==> config.mk <==
export PLATFORM = sky130hd
export DESIGN_NAME = mbap_frame_receiver
export DESIGN_NICKNAME = d
export VERILOG_FILES = /design/src/rtl/mbapr_pkg.sv /design/src/rtl/mbapr_deframe.sv /design/src/rtl/mbap_frame_receiver.sv
export SDC_FILE = /design/constraint.sdc
export NUM_CORES = 1
export LEC_CHECK = 0
export ABC_AREA = 1
export BUFFER_PORTS_ARGS = -buffer_cell sky130_fd_sc_hd__clkbuf_2
export CAP_MARGIN = 20
export CORE_MARGIN = 2
export CORE_UTILIZATION = 30
export DETAILED_ROUTE_END_ITERATION = 10
export SLEW_MARGIN = 20
export SYNTH_ARGS = -nofsm -noshare
export SYNTH_HDL_FRONTEND = slang
export SYNTH_SLANG_ARGS = --single-unit
==> constraint.sdc <==
create_clock -name clock -period 3.7 [get_ports clock]
set_clock_uncertainty 0.15 [all_clocks]
set_input_delay 0.74 -clock clock [delete_from_list [all_inputs] [get_ports clock]]
set_output_delay 0.74 -clock clock [all_outputs]
set_load 0.005 [all_outputs]
==> src/rtl/mbapr_pkg.sv <==
// ----------------------------------------------------------------------------
// MBAP receiver package
// Types, codes and sizes shared by the MBAP frame receiver modules.
// ----------------------------------------------------------------------------
package mbapr_pkg;

   localparam int BUFFER_BYTES   = 512;
   localparam int COUNT_WIDTH    = $clog2(BUFFER_BYTES + 1);
   localparam int TOTAL_WIDTH    = 17;
   localparam int OFFSET_WIDTH   = 9;
   localparam int RSP_DATA_WIDTH = 48;

   localparam int PROTO_END_COUNT = 4;
   localparam int LEN_END_COUNT   = 6;
   localparam int UNIT_ID_OFFSET  = 6;
   localparam int HEADER_BYTES    = 6;
   localparam int PDU_BASE        = 7;

   localparam logic CSR_MASTER_MODE    = 1'b0;
   localparam logic CSR_PSEUDO_ADDRESS = 1'b1;

   typedef enum logic [1:0] {
      CMD_RX_BYTE = 2'd0,
      CMD_TIMER   = 2'd1,
      CMD_RELEASE = 2'd2,
      CMD_TAKE    = 2'd3
   } cmd_type;

   typedef enum logic [2:0] {
      MODE_IDLE     = 3'd0,
      MODE_RCV      = 3'd1,
      MODE_COMPLETE = 3'd2,
      MODE_OFF      = 3'd3,
      MODE_ERROR    = 3'd4
   } mode_type;

   typedef struct packed {
      cmd_type    cmd;
      logic [7:0] rx_byte;
      logic       byte_error;
   } item_type;

   typedef struct packed {
      logic       master_mode;
      logic [7:0] pseudo_address;
   } cfg_type;

   typedef struct packed {
      mode_type                rx_status;
      logic                    byte_stored;
      logic [OFFSET_WIDTH-1:0] byte_offset;
      logic [7:0]              captured_byte;
      logic                    frame_done;
      logic [OFFSET_WIDTH-1:0] pdu_length;
      logic [7:0]              source_address;
      logic                    timer_on;
      logic                    overflow;
   } result_type;

endpackage

==> src/rtl/mbapr_deframe.sv <==
// ----------------------------------------------------------------------------
// MBAP receiver deframing core
// Holds the receive state and works out the result of one beat.
// ----------------------------------------------------------------------------
module mbapr_deframe (
   input  logic                  clock,
   input  logic                  reset,
   input  logic                  step,
   input  mbapr_pkg::item_type   item,
   input  mbapr_pkg::cfg_type    cfg,
   output mbapr_pkg::result_type rslt
);

   mbapr_pkg::mode_type                  mode_ff, mode_in, eff_mode;
   logic [mbapr_pkg::COUNT_WIDTH-1:0]    count_ff, count_in, count_inc;
   logic [mbapr_pkg::TOTAL_WIDTH-1:0]    total_ff, total_in;
   logic [mbapr_pkg::TOTAL_WIDTH-1:0]    count_ext, count_inc_ext, pdu_full;
   logic [7:0]                           unit_ff, unit_in, unit_sel;
   logic [7:0]                           prev_ff, prev_in;
   logic                                 timer_ff, timer_in;
   logic [15:0]                          word;
   logic                                 hold, full, is_byte, start, rcv_byte;
   logic                                 proto_bad, len_done, frame_end;

   assign hold     = (mode_ff == mbapr_pkg::MODE_COMPLETE) || (mode_ff == mbapr_pkg::MODE_OFF);
   assign eff_mode = (item.byte_error && !hold) ? mbapr_pkg::MODE_ERROR : mode_ff;
   assign is_byte  = (item.cmd == mbapr_pkg::CMD_RX_BYTE);

   assign count_ext     = {{(mbapr_pkg::TOTAL_WIDTH - mbapr_pkg::COUNT_WIDTH){1'b0}}, count_ff};
   assign count_inc     = count_ff + 1'b1;
   assign count_inc_ext = {{(mbapr_pkg::TOTAL_WIDTH - mbapr_pkg::COUNT_WIDTH){1'b0}}, count_inc};
   assign full          = count_ext >= mbapr_pkg::TOTAL_WIDTH'(mbapr_pkg::BUFFER_BYTES);
   assign word          = {prev_ff, item.rx_byte};

   assign start    = is_byte && (eff_mode == mbapr_pkg::MODE_IDLE);
   assign rcv_byte = is_byte && (eff_mode == mbapr_pkg::MODE_RCV) && !full;

   assign proto_bad = (count_inc == mbapr_pkg::COUNT_WIDTH'(mbapr_pkg::PROTO_END_COUNT))
                      && (word != 16'h0000);
   assign len_done  = (count_inc == mbapr_pkg::COUNT_WIDTH'(mbapr_pkg::LEN_END_COUNT));
   assign frame_end = (count_inc_ext > mbapr_pkg::TOTAL_WIDTH'(mbapr_pkg::HEADER_BYTES))
                      && (count_inc_ext >= total_ff);
   assign unit_sel  = (count_ff == mbapr_pkg::COUNT_WIDTH'(mbapr_pkg::UNIT_ID_OFFSET))
                      ? item.rx_byte : unit_ff;
   assign pdu_full  = count_inc_ext - mbapr_pkg::TOTAL_WIDTH'(mbapr_pkg::PDU_BASE);

   always_comb begin
      mode_in = mode_ff;
      unique case (item.cmd)
         mbapr_pkg::CMD_RX_BYTE: begin
            if (start) begin
               mode_in = mbapr_pkg::MODE_RCV;
            end else if (eff_mode == mbapr_pkg::MODE_RCV) begin
               if (full) begin
                  mode_in = mbapr_pkg::MODE_ERROR;
               end else if (proto_bad) begin
                  mode_in = mbapr_pkg::MODE_IDLE;
               end else if (frame_end) begin
                  mode_in = mbapr_pkg::MODE_COMPLETE;
               end else begin
                  mode_in = mbapr_pkg::MODE_RCV;
               end
            end else begin
               mode_in = eff_mode;
            end
         end
         mbapr_pkg::CMD_TIMER: begin
            mode_in = hold ? mode_ff : mbapr_pkg::MODE_IDLE;
         end
         mbapr_pkg::CMD_RELEASE: begin
            mode_in = hold ? mbapr_pkg::MODE_IDLE : mode_ff;
         end
         mbapr_pkg::CMD_TAKE: begin
            mode_in = (hold || (mode_ff == mbapr_pkg::MODE_IDLE)) ? mbapr_pkg::MODE_OFF
                                                                   : mode_ff;
         end
         default: begin
            mode_in = mode_ff;
         end
      endcase
   end

   always_comb begin
      count_in = count_ff;
      total_in = total_ff;
      unit_in  = unit_ff;
      prev_in  = prev_ff;
      timer_in = timer_ff;
      rslt     = '0;
      if (start) begin
         count_in           = mbapr_pkg::COUNT_WIDTH'(1);
         prev_in            = item.rx_byte;
         timer_in           = 1'b1;
         rslt.byte_stored   = 1'b1;
         rslt.captured_byte = item.rx_byte;
      end
      if (rcv_byte) begin
         rslt.byte_stored   = 1'b1;
         rslt.byte_offset   = count_ext[mbapr_pkg::OFFSET_WIDTH-1:0];
         rslt.captured_byte = item.rx_byte;
         count_in           = count_inc;
         prev_in            = item.rx_byte;
         unit_in            = unit_sel;
         if (proto_bad) begin
            timer_in = 1'b0;
         end else if (len_done) begin
            total_in = {1'b0, word} + mbapr_pkg::TOTAL_WIDTH'(mbapr_pkg::HEADER_BYTES);
         end else if (frame_end) begin
            timer_in            = 1'b0;
            rslt.frame_done     = 1'b1;
            rslt.pdu_length     = pdu_full[mbapr_pkg::OFFSET_WIDTH-1:0];
            rslt.source_address = cfg.master_mode ? unit_sel : cfg.pseudo_address;
         end
      end
      if (is_byte && (eff_mode == mbapr_pkg::MODE_RCV) && full) begin
         rslt.overflow = 1'b1;
      end
      if (item.cmd == mbapr_pkg::CMD_TIMER) begin
         timer_in = 1'b0;
      end
      rslt.rx_status = mode_in;
      rslt.timer_on  = timer_in;
   end

   always_ff @(posedge clock) begin
      if (reset) begin
         mode_ff  <= mbapr_pkg::MODE_IDLE;
         count_ff <= '0;
         total_ff <= '0;
         unit_ff  <= '0;
         prev_ff  <= '0;
         timer_ff <= 1'b0;
      end else if (step) begin
         mode_ff  <= mode_in;
         count_ff <= count_in;
         total_ff <= total_in;
         unit_ff  <= unit_in;
         prev_ff  <= prev_in;
         timer_ff <= timer_in;
      end
   end

endmodule

==> src/rtl/mbap_frame_receiver.sv <==
// ----------------------------------------------------------------------------
// MBAP frame receiver
// Receive side of a Modbus TCP deframer: checks the MBAP header, counts the
// frame and reports completion, PDU length and source address per beat.
// ----------------------------------------------------------------------------
//  Channel | Direction | Contents
//  req_*   | in        | tdata: rx_byte; tuser: cmd, byte_error
//  rsp_*   | out       | tdata: one result per request beat
//  csr_*   | in        | register writes: master_mode, pseudo_address
//
// Each request beat passes through the input register and then the result
// register, and one beat is taken every cycle while the result is not
// stalled. The frame state advances as a beat moves into the result register.
// A stalled result holds the pipeline; reset is synchronous and clears the
// valid flags of both stages and the frame state.
// ----------------------------------------------------------------------------
module mbap_frame_receiver (
   input  logic                                 clock,
   input  logic                                 reset,
   input  logic                                 req_tvalid,
   output logic                                 req_tready,
   input  logic [7:0]                           req_tdata,  // [7:0] rx_byte
   input  logic [2:0]                           req_tuser,  // [1:0] cmd, [2] byte_error
   output logic                                 rsp_tvalid,
   input  logic                                 rsp_tready,
   // [2:0] rx_status, [3] byte_stored, [12:4] byte_offset, [20:13] captured_byte,
   // [21] frame_done, [30:22] pdu_length, [38:31] source_address, [39] timer_on,
   // [40] overflow, [47:41] zero
   output logic [mbapr_pkg::RSP_DATA_WIDTH-1:0] rsp_tdata,
   input  logic                                 csr_we,
   input  logic                                 csr_index,
   input  logic [7:0]                           csr_wdata
);

   logic                                 s1_valid_ff, s1_valid_in;
   mbapr_pkg::item_type                  s1_item_ff;
   logic                                 rsp_valid_ff, rsp_valid_in;
   logic [mbapr_pkg::RSP_DATA_WIDTH-1:0] rsp_data_ff;
   mbapr_pkg::cfg_type                   cfg_ff;
   mbapr_pkg::result_type                rslt;
   logic                                 out_ready, step, accept;

   assign out_ready  = !rsp_valid_ff || rsp_tready;
   assign step       = s1_valid_ff && out_ready;
   assign req_tready = !s1_valid_ff || out_ready;
   assign accept     = req_tvalid && req_tready;
   assign rsp_tvalid = rsp_valid_ff;
   assign rsp_tdata  = rsp_data_ff;

   always_comb begin
      s1_valid_in = s1_valid_ff;
      if (accept) begin
         s1_valid_in = 1'b1;
      end else if (step) begin
         s1_valid_in = 1'b0;
      end
      rsp_valid_in = rsp_valid_ff;
      if (step) begin
         rsp_valid_in = 1'b1;
      end else if (rsp_tready) begin
         rsp_valid_in = 1'b0;
      end
   end

   always_ff @(posedge clock) begin
      if (reset) begin
         s1_valid_ff  <= 1'b0;
         rsp_valid_ff <= 1'b0;
      end else begin
         s1_valid_ff  <= s1_valid_in;
         rsp_valid_ff <= rsp_valid_in;
      end
   end

   always_ff @(posedge clock) begin
      if (accept) begin
         s1_item_ff.cmd        <= mbapr_pkg::cmd_type'(req_tuser[1:0]);
         s1_item_ff.rx_byte    <= req_tdata;
         s1_item_ff.byte_error <= req_tuser[2];
      end
      if (step) begin
         rsp_data_ff <= {7'b0, rslt.overflow, rslt.timer_on, rslt.source_address,
                         rslt.pdu_length, rslt.frame_done, rslt.captured_byte,
                         rslt.byte_offset, rslt.byte_stored, rslt.rx_status};
      end
   end

   always_ff @(posedge clock) begin
      if (reset) begin
         cfg_ff.master_mode    <= 1'b0;
         cfg_ff.pseudo_address <= 8'hFF;
      end else if (csr_we) begin
         unique case (csr_index)
            mbapr_pkg::CSR_MASTER_MODE:    cfg_ff.master_mode    <= csr_wdata[0];
            mbapr_pkg::CSR_PSEUDO_ADDRESS: cfg_ff.pseudo_address <= csr_wdata;
            default:                       cfg_ff                <= cfg_ff;
         endcase
      end
   end

   mbapr_deframe u_deframe (
      .clock (clock),
      .reset (reset),
      .step  (step),
      .item  (s1_item_ff),
      .cfg   (cfg_ff),
      .rslt  (rslt)
   );

endmodule
**Yosys cells after proc, flatten, opt, wreduce, memory -nomap -nowiden**

Cells that the tools add are included.

- Bits in registers: 110
- Input bits: 25
- Output and inout port bits: 50
- Word-level logic and storage cells: 101

- $add $sub $neg: 3
- Magnitude comparators: 3
- Equality and inequality tests: 9
- Muxes and demuxes: 33
- Bitwise logic cells: 4
- Reductions and logical operators: 31

Operator list:

| kind | number |
|---|---|
| $mux W18 | 3 |
| $mux W8 | 5 |
| $eq A10 B3 Y1 const B | 3 |
| $mux W26 | 1 |
| $mux W3 | 8 |
| $mux W10 | 2 |
| $add A16 B3 Y17 const B | 1 |
| $ge A10 B17 Y1 | 1 |
| $reduce_bool A16 Y1 | 1 |
| $mux W1 | 12 |
| $pmux W3 S4 | 1 |
| $add A10 B1 Y10 const B | 1 |
| $ge A10 B10 Y1 const B | 1 |
| $gt A10 B3 Y1 const B | 1 |
| $logic_and A1 B1 Y1 | 9 |
| $sub A9 B3 Y9 const B | 1 |
| $reduce_and A2 Y1 | 4 |
| $eq A3 B2 Y1 const B | 2 |
| $logic_not A3 Y1 | 2 |
| $reduce_bool A2 Y1 | 3 |
| $eq A2 B2 Y1 const B | 2 |
| $logic_not A1 Y1 | 4 |
| $logic_or A1 B1 Y1 | 4 |
| $not A1 Y1 | 4 |
| other kinds (7) | 7 |

**Depth between registers and ports, before layout**

Gate-level depths: netlist of run 1.

- Depth after elaboration: 13
- Depth in mapped cells: 21
- Depth with buffers taken out: 21

**Hierarchy**

A second synthesis of run 1 with hierarchy kept.

- Cell total of the unflattened synthesis: 628
- Area total of the unflattened synthesis: 5444.0 µm²

By module, submodules not included:

| module | times used | cells each | area each (µm²) | sequential area each (µm²) |
|---|---|---|---|---|
| mbapr_deframe | 1 | 514 | 3414.5 | 940.9 |
| mbap_frame_receiver | 1 | 114 | 2029.4 | 1781.7 |

**Least setup slack after synthesis of run 1**

No wires, ideal clock.

- Kind: flip-flop to flip-flop
- From: register u_deframe.count_ff[0] (netlist bit)
- To: register rsp_data_ff (netlist bit rsp_tdata[22]) (data pin)
- Library setup time: 0.256 ns
- Arrival: 2.518 ns
- Required time: 3.294 ns
- Setup slack: 0.776 ns
- Cell stages (with the launch flop): 18
- Buffers on the path: 1
- Clock period less this slack: 2.924 ns
- Cell sequence: dfxtp_1 > ha_1 > nand2_2 > nor3_4 > nand3_1 > xor2_1 > ha_1 > o21ai_0 > nor2_1 > nand2_1 > nand2_1 > nand2_1 > nand2_1 > nand2_1 > nor2_1 > nand2_2 > buf_6 > nor2_1

- Cells in the longest elaborated chain, start to end: 5
- Elaborated cells between the ends (all ways): 14
- Those cells by class: add/sub: 2; order compare: 3; eq/ne: 2; bitwise: 2; reduce/logical: 5

RTL lines:

| element | line | text |
|---|---|---|
| from (decl) | mbapr_deframe.sv:15 | `logic [mbapr_pkg::COUNT_WIDTH-1:0] count_ff, count_in, count_inc;` |
| from (signal assigned) | mbapr_deframe.sv:135 | `count_ff <= count_in;` |
| $add A10 B1 Y10 or $ge A10 B10 Y1 (tied branches) | mbapr_deframe.sv:30, mbapr_deframe.sv:32 |  |
| $ge A10 B17 Y1 (tied with other cells) | mbapr_deframe.sv:42 | `&& (count_inc_ext >= total_ff);` |
| $logic_and A1 B1 Y1 (on tied branches) | mbapr_deframe.sv:42, mbapr_deframe.sv:36 |  |
| $not A1 Y1 (no line) | n/a |  |
| $reduce_or A4 Y1 (no line) | n/a |  |
| to (signal assigned) | mbap_frame_receiver.sv:82 | `rsp_data_ff <= {7'b0, rslt.overflow, rslt.timer_on, rslt.source_address,` |
| to (decl) | mbap_frame_receiver.sv:38 | `logic [mbapr_pkg::RSP_DATA_WIDTH-1:0] rsp_data_ff;` |

Several ways; a longest one is shown, not always the timed one.
A chain may end at the register's enable or synchronous reset.

**Worst setup path in the final report of run 1**

- From: register u_deframe.count_ff[0] (netlist bit)
- To: register rsp_data_ff (netlist bit rsp_tdata[37]) (data pin)

The elaborated chain is that of the path after synthesis.

==> qor.yml, run 1 <==
vias_per_cell: 4.53
n_fill_cell: 1792
final_core_util: 0.357
p_seq_frac: 0.555
vias: 4116
rsz0062_at_grt: "no"
drt_first_pass_iters: 5
worstSetupPathType: "flop to flop"
hold_path_depth: 2
setup_violations: 0
antenna_left: 0
ios: 75
hold_start: "u_deframe.count_ff[8]$_SDFFE_PP0P_"
worstMarginPinSlew_ns: 0.803
yosys_warnings: 0
synthCells: 611
clk_latency_ns: 0.35
cp_max_fo: 18
synth.area.top_cells: "edfxtp_1 (29%), dfxtp_1 (22%), nand2_1 (8.3%), inv_1 (5.4%), nor2_1 (5.1%)"
finalPower_mw: 2.40
synth_edf_count: 52
die_height_um: 137
p_int_mw: 1.84
max_stage_delay_ns: 0.47
yosys.area.top_type_share: 0.293
share_comb_of_total_power: 0.063
ir_drop_mv: 0.210
cts_sinks: 110
post-route-period-util: 0.880
cts_tree: "yes"
nets: 718
worstSetupEndpointType: "flop"
critPathSlowestCell: "dfxtp_1"
grt_start_max_net_pins: 32
cts-root-buf: "clkbuf_16"
gp_congestion: 0.866
final-max-slew-violation-count: 0
drive_gt1_frac: 0.180
core_area_um2: 17300
track_usage: 0.138
drt_iter0_drc: 264
initial_core_util: 0.308
post_cts_buffers: 0
r2r_cells: 19
max_slew_margin: 0.464
grt_first_pass_wirelength_mm: 19.9
rrSetupSlack_ns: 0.44
ctsHoldBuffers: 0
cts_buffers: 9
path_common_cell: "nand2_1"
synth-seq-cells: 110
die_area_um2: 18800
cts.path.max_buffers: 2
rr_endpoint: "rsp_tdata[37]$_SDFFCE_PP0P_"
async_reset_ff_frac: 0
path_delay_family: "simple AND/OR/NAND/NOR gates"
antenna_found_initial: 0
timing.final.ws_setup_ns: 0.444
crit_buf_inv: 0
finalCriticalPeriod_ns: 3.26
cts_htree_levels: 3
drc: 0
yosysSeqAreaShare: 0.511
yosys_most_used_dff: "dfxtp_1"
max_freq_mhz: 307
worstPathRequired_ns: 3.73
finalSetupTns_ns: 0
final_cell_mix: "nand2_1 (118), inv_1 (76), nor2_1 (73), clkbuf_2 (67), dfxtp_1 (58)"
startpoint_type: "flop"
hp-class: "flop to flop"
netlist.top_cell.by_area: "edfxtp_1"
r2r-start: "u_deframe.count_ff[0]$_SDFFE_PP0P_"
port_buffers: 67
min_to: "u_deframe.count_ff[8]$_SDFFE_PP0P_"
rows: 48
cp_cell_sequence: "ha_1 > nand2_2 > nor2_1 > xor2_2 > ha_1 > nand2_1 > nor2_1 > nand2_1 > nand3_1 > nand4_1 > nand2_1 > nand2_1 > nand2_1 > nand2_1 > nand2_1 > nand2_1 > nor2_1 > nand2_4 > a211oi_1"
powerDensity_nw_per_um2: 389
cts-resized-gates: 0
synth_cell_type_count: 41
hold_viol_final: 0
dp.final_hpwl_mm: 9.06
crit_arrival_ns: 3.28
switching_share: 0.233
maxCapViolations: 0
p_clk_frac: 0.381
cts.reportedPaths.clkPinSlew_ns: 0.07
gr-total-overflow: 0
die_w_um: 137
grt_pass1_vias: 3951
netlist_area_um2: 5320
status: "finished clean"
power.leakage_nw: 2.66
drt-total-wl_mm: 12.3
preCtsSetupSlack_ns: 0.412
num_antenna_cells: 0
switching_power_mw: 0.560
wl_per_cell_um: 13.5
syn_avg_cell_area_um2: 8.71
syn_to_final_growth_pct: 16.0
layout_commonest_cell: "nand2_1"
==> flip-flops by register name, indices dropped and copies added, names as in the netlist <==
name / cells
cfg_ff: 9
rsp_tdata: 41
rsp_tvalid: 1
s1_item_ff: 11
s1_valid_ff: 1
u_deframe.count_ff: 10
u_deframe.mode_ff: 3
u_deframe.prev_ff: 8
u_deframe.timer_ff: 1
u_deframe.total_ff: 17
u_deframe.unit_ff: 8
==> cell families (layout without fill, tap and decap cells) <==
| kind of cell | Yosys count | count (layout) | share of synthesized area |
|---|---|---|---|
| flops | 110 | 110 | 0.511 |
| xor+xnor | 22 | 22 | 0.0425 |
| fa+ha+maj | 14 | 14 | 0.0329 |
| buf+inv | 103 | 170 | 0.0827 |
| other cells | 1 | 7 | 0.000704 |
| simple gates | 247 | 247 | 0.205 |
| compound gates | 114 | 114 | 0.125 |
==> cell type report <==
| cell class | count | area (um2) | area share |
|---|---|---|---|
| clock buffers | 11 | 243 | 0.0393 |
| well taps | 225 | 282 | 0.0456 |
| repair buffers | 74 | 400 | 0.0648 |
| multi-input cells | 404 | 2190 | 0.354 |
| inverters | 80 | 305 | 0.0494 |
| flip-flops and latches | 110 | 2720 | 0.441 |
| clock inverters | 5 | 33.8 | 0.00547 |
==> per-layer routing <==
layer | GRT usage | up-vias | routed length (um)
met5 | 0 | - | 0
met3 | 0.0416 | 7 | 662
met1 | 0.186 | 1861 | 5940
met2 | 0.216 | 108 | 5560
met4 | 0.0326 | 0 | 115
li1 | - | 2140 | -
==> worst max-delay path by stage <==
stage | from | to | slack [ns] | cells past startpoint
finish | u_deframe.count_ff[0]$_SDFFE_PP0P_ | rsp_tdata[37]$_SDFFCE_PP0P_ | 0.44 | 19
global route | u_deframe.count_ff[0]$_SDFFE_PP0P_ | rsp_tdata[37]$_SDFFCE_PP0P_ | 0.05 | 19
CTS | u_deframe.count_ff[0]$_SDFFE_PP0P_ | rsp_tdata[32]$_SDFFCE_PP0P_ | 0.39 | 19
detailed placement | u_deframe.count_ff[2]$_SDFFE_PP0P_ | rsp_tdata[32]$_SDFFCE_PP0P_ | 0.41 | 19
global placement | u_deframe.count_ff[2]$_SDFFE_PP0P_ | rsp_tdata[37]$_SDFFCE_PP0P_ | 0.53 | 19
floorplan | u_deframe.count_ff[0]$_SDFFE_PP0P_ | rsp_tdata[22]$_SDFFCE_PP0P_ | 0.78 | 17
==> Yosys cell counts (5+ instances only) <==
cell type and number:
inv_1 77, a21oi_1 47, clkbuf_1 11, nand4_1 8, nor2_1 73, o21ai_0 35
a211oi_1 12, edfxtp_1 52, ha_1 14, buf_4 7, o211ai_1 7, nand3_1 18
nor3_1 5, xor2_1 15, dfxtp_1 58, nand2_1 118, nand2_2 6
==> tightest hold or removal path, delay by kind of cell (launching register included) <==
kind | cells | cell delay [ns]
flops | 1 | 0.31
simple gates | 1 | 0.06
compound gates | 1 | 0.05
==> power groups by stage <==
stage          logic [mW]  clock network [mW]  registers (mW)
5_1_grt             0.172                1.01            1.34
6_report            0.152               0.916            1.33
4_1_cts             0.154               0.948            1.33
3_3_place_gp        0.152                   0            1.36
3_5_place_dp        0.153                   0            1.36
2_1_floorplan      0.0910                   0            1.36
==> through the flow <==
step           hold slack (ns)  instances  cell area [um2]
6_report                 0.318        909             6170
5_1_grt                  0.333        909             6170
4_1_cts                  0.316        909             6170
3_5_place_dp             0.305        893             5890
3_3_place_gp             0.300        893             5890
2_1_floorplan            0.285        617             5350
Note: power is estimated with default switching activity, not from simulation.
==> inputs of run 2 (changes only) <==
Settings changed: ABC_AREA 1 to not set.
==> qor.yml, run 2 <==
cts.path.max_buffers: 2
layout_commonest_cell: "nor2_1"
die_area_um2: 19100
vias_per_cell: 4.81
netlist.top_cell.by_area: "edfxtp_1"
drt-total-wl_mm: 12.0
track_usage: 0.127
worstPathRequired_ns: 3.63
crit_buf_inv: 1
powerDensity_nw_per_um2: 400
maxCapViolations: 0
finalSetupTns_ns: 0
gr-total-overflow: 0
async_reset_ff_frac: 0
finalCriticalPeriod_ns: 3.39
status: "finished clean"
cp_max_fo: 11
startpoint_type: "flop"
final-max-slew-violation-count: 0
setup_violations: 0
synth_common_cells: "nor2_1 (72), dfxtp_1 (58), nand2_1 (54), edfxtp_1 (52), a21oi_1 (35)"
grt_use_met1: 0.180
wl_per_cell_um: 14.3
ios: 75
grt_first_pass_wirelength_mm: 19.6
yosysSeqAreaShare: 0.505
crit_path_start: "u_deframe.count_ff[1]$_SDFFE_PP0P_"
dp.final_hpwl_mm: 8.69
cts-resized-gates: 0
yosys_warnings: 0
worstMarginPinSlew_ns: 0.848
rrSetupSlack_ns: 0.31
drt_iter0_drc: 364
cp.depth: 12
drt_first_pass_iters: 4
worstSetupEndpointType: "flop"
die_height_um: 138
r2r-start: "u_deframe.count_ff[1]$_SDFFE_PP0P_"
num_antenna_cells: 0
crit_arrival_ns: 3.32
rows: 49
netlist_area_um2: 5390
cts_tree: "yes"
max_slew_margin: 0.434
ctsHoldBuffers: 0
worstSetupPathType: "flop to flop"
core_area_um2: 17800
yosys.area.top_type_share: 0.290
port_buffers: 67
cts-root-buf: "clkbuf_16"
initial_core_util: 0.303
synth_edf_count: 52
grt_util_met3: 0.0322
grt-busiest-layer: "met2"
timing.final.ws_setup_ns: 0.313
ir_drop_mv: 0.236
preCtsSetupSlack_ns: 0.267
r2r_cells: 12
rr_endpoint: "rsp_tdata[33]$_SDFFCE_PP0P_"
antenna_found_initial: 0
synthCells: 547
synth_cell_type_count: 64
syn_avg_cell_area_um2: 9.85
die_w_um: 138
yosys_most_used_dff: "dfxtp_1"
synth-seq-cells: 110
rsz0062_at_grt: "no"
post_cts_buffers: 0
largest_register_ffs: 41
final_cell_mix: "nor2_1 (72), clkbuf_2 (67), dfxtp_1 (58), nand2_1 (54), edfxtp_1 (52)"
use_met2: 0.192
nets: 648
setup.worst_path.end: "rsp_tdata[33]$_SDFFCE_PP0P_"
max_stage_delay_ns: 0.41
whs_ns: 0.303
grt_start_max_net_pins: 40
post-route-period-util: 0.916
antenna_left: 0
syn_to_final_growth_pct: 17.1
cts_htree_levels: 3
synth.area.top_cells: "edfxtp_1 (29%), dfxtp_1 (22%), nor2_1 (5.0%), mux2i_1 (4.3%), nand2_1 (3.8%)"
cp_cell_sequence: "ha_1 > and2_1 > nand2_1 > xnor2_1 > ha_1 > a21boi_0 > o311ai_0 > a211oi_1 > o32ai_2 > nand2b_1 > buf_4 > a211oi_1"
hold_viol_final: 0
vias: 4057
max_freq_mhz: 295
cts.reportedPaths.clkPinSlew_ns: 0.07
grt_pass1_vias: 3730
hp-class: "flop to flop"
drive_gt1_frac: 0.182
critPathSlowestCell: "dfxtp_1"
clk_latency_ns: 0.36
gp_congestion: 0.903
cts_buffers: 9
drc: 0
yosysMostFrequentCell: "nor2_1"
path_delay_family: "compound AO/OA/AOI/OAI gates"
power.leakage_nw: 2.44
cts_sinks: 110
==> run 2: changes by cell type in the layout (fill, tap and decap cells not counted), sizes merged, moves of 8 or more <==
cell and change:
nand2 -70, inv -63, o21ai -26, mux2i +23, and2 +20, xnor2 +16, a21oi -15, and3 +11
buf +11, nand3 -10, xor2 -9, a211o +8
==> run 2: layer usage <==
layer	part of all wire	vias up
li1	-	2038
met1	0.50	1919
met2	0.44	86
met3	0.043	14
met4	0.012	0
met5	0	-
==> run 2: cell type report <==
cell class,count,area (um2)
Clock inverter,3,47.5
Clock buffer,13,282
Fill cell,1804,11500
Sequential cell,110,2720
Timing Repair Buffer,85,483
Tap cell,229,287
Inverter,17,63.8
Multi-Input combinational cell,386,2420
==> run 2: through the flow <==
| step | cell area (um2) | power (mW) | utilization | cells |
|---|---|---|---|---|
| 2_1_floorplan | 5410 | 1.44 | - | 553 |
| 3_3_place_gp | 5970 | 1.50 | 0.336 | 827 |
| 3_5_place_dp | 5970 | 1.50 | 0.336 | 827 |
| 4_1_cts | 6300 | 2.55 | 0.354 | 843 |
| 5_1_grt | 6310 | 2.62 | 0.355 | 843 |
| 6_report | 6310 | 2.52 | 0.355 | 843 |
==> run 2: worst register-to-register path, stage by stage, from the launching register on <==
cell and delay (ns):
dfxtp_1 0.41, ha_1 0.27, and2_1 0.26, nand2_1 0.10, xnor2_1 0.25, ha_1 0.29, a21boi_0 0.13, o311ai_0 0.33
a211oi_1 0.14, o32ai_2 0.33, nand2b_1 0.18, buf_4 0.20, a211oi_1 0.07
==> run 2: power breakdown <==
part	switching (mW)	internal (mW)
combinational	0.0749	0.0542
clock	0.441	0.607
sequential	0.0336	1.31
total	0.549	1.97
==> run 2: cells by family after synthesis <==
group           synth area share
other cells             0.000696
mux                       0.0427
buf+inv                   0.0506
flops                      0.505
xor+xnor                  0.0555
simple gates               0.201
compound gates             0.112
fa+ha+maj                 0.0325
==> run 2: how the worst min path moves through the flow <==
stage / from / end / slack [ns] / cells after the start
final: u_deframe.unit_ff[0]$_SDFFE_PP0P_ / u_deframe.unit_ff[0]$_SDFFE_PP0P_ / 0.30 / 2
after global routing: u_deframe.unit_ff[1]$_SDFFE_PP0P_ / u_deframe.unit_ff[1]$_SDFFE_PP0P_ / 0.32 / 2
after CTS: u_deframe.unit_ff[0]$_SDFFE_PP0P_ / u_deframe.unit_ff[0]$_SDFFE_PP0P_ / 0.30 / 2
after detailed placement: u_deframe.unit_ff[0]$_SDFFE_PP0P_ / u_deframe.unit_ff[0]$_SDFFE_PP0P_ / 0.29 / 2
after global placement: u_deframe.unit_ff[3]$_SDFFE_PP0P_ / u_deframe.unit_ff[3]$_SDFFE_PP0P_ / 0.29 / 2
after floorplan: u_deframe.unit_ff[7]$_SDFFE_PP0P_ / u_deframe.unit_ff[7]$_SDFFE_PP0P_ / 0.28 / 2
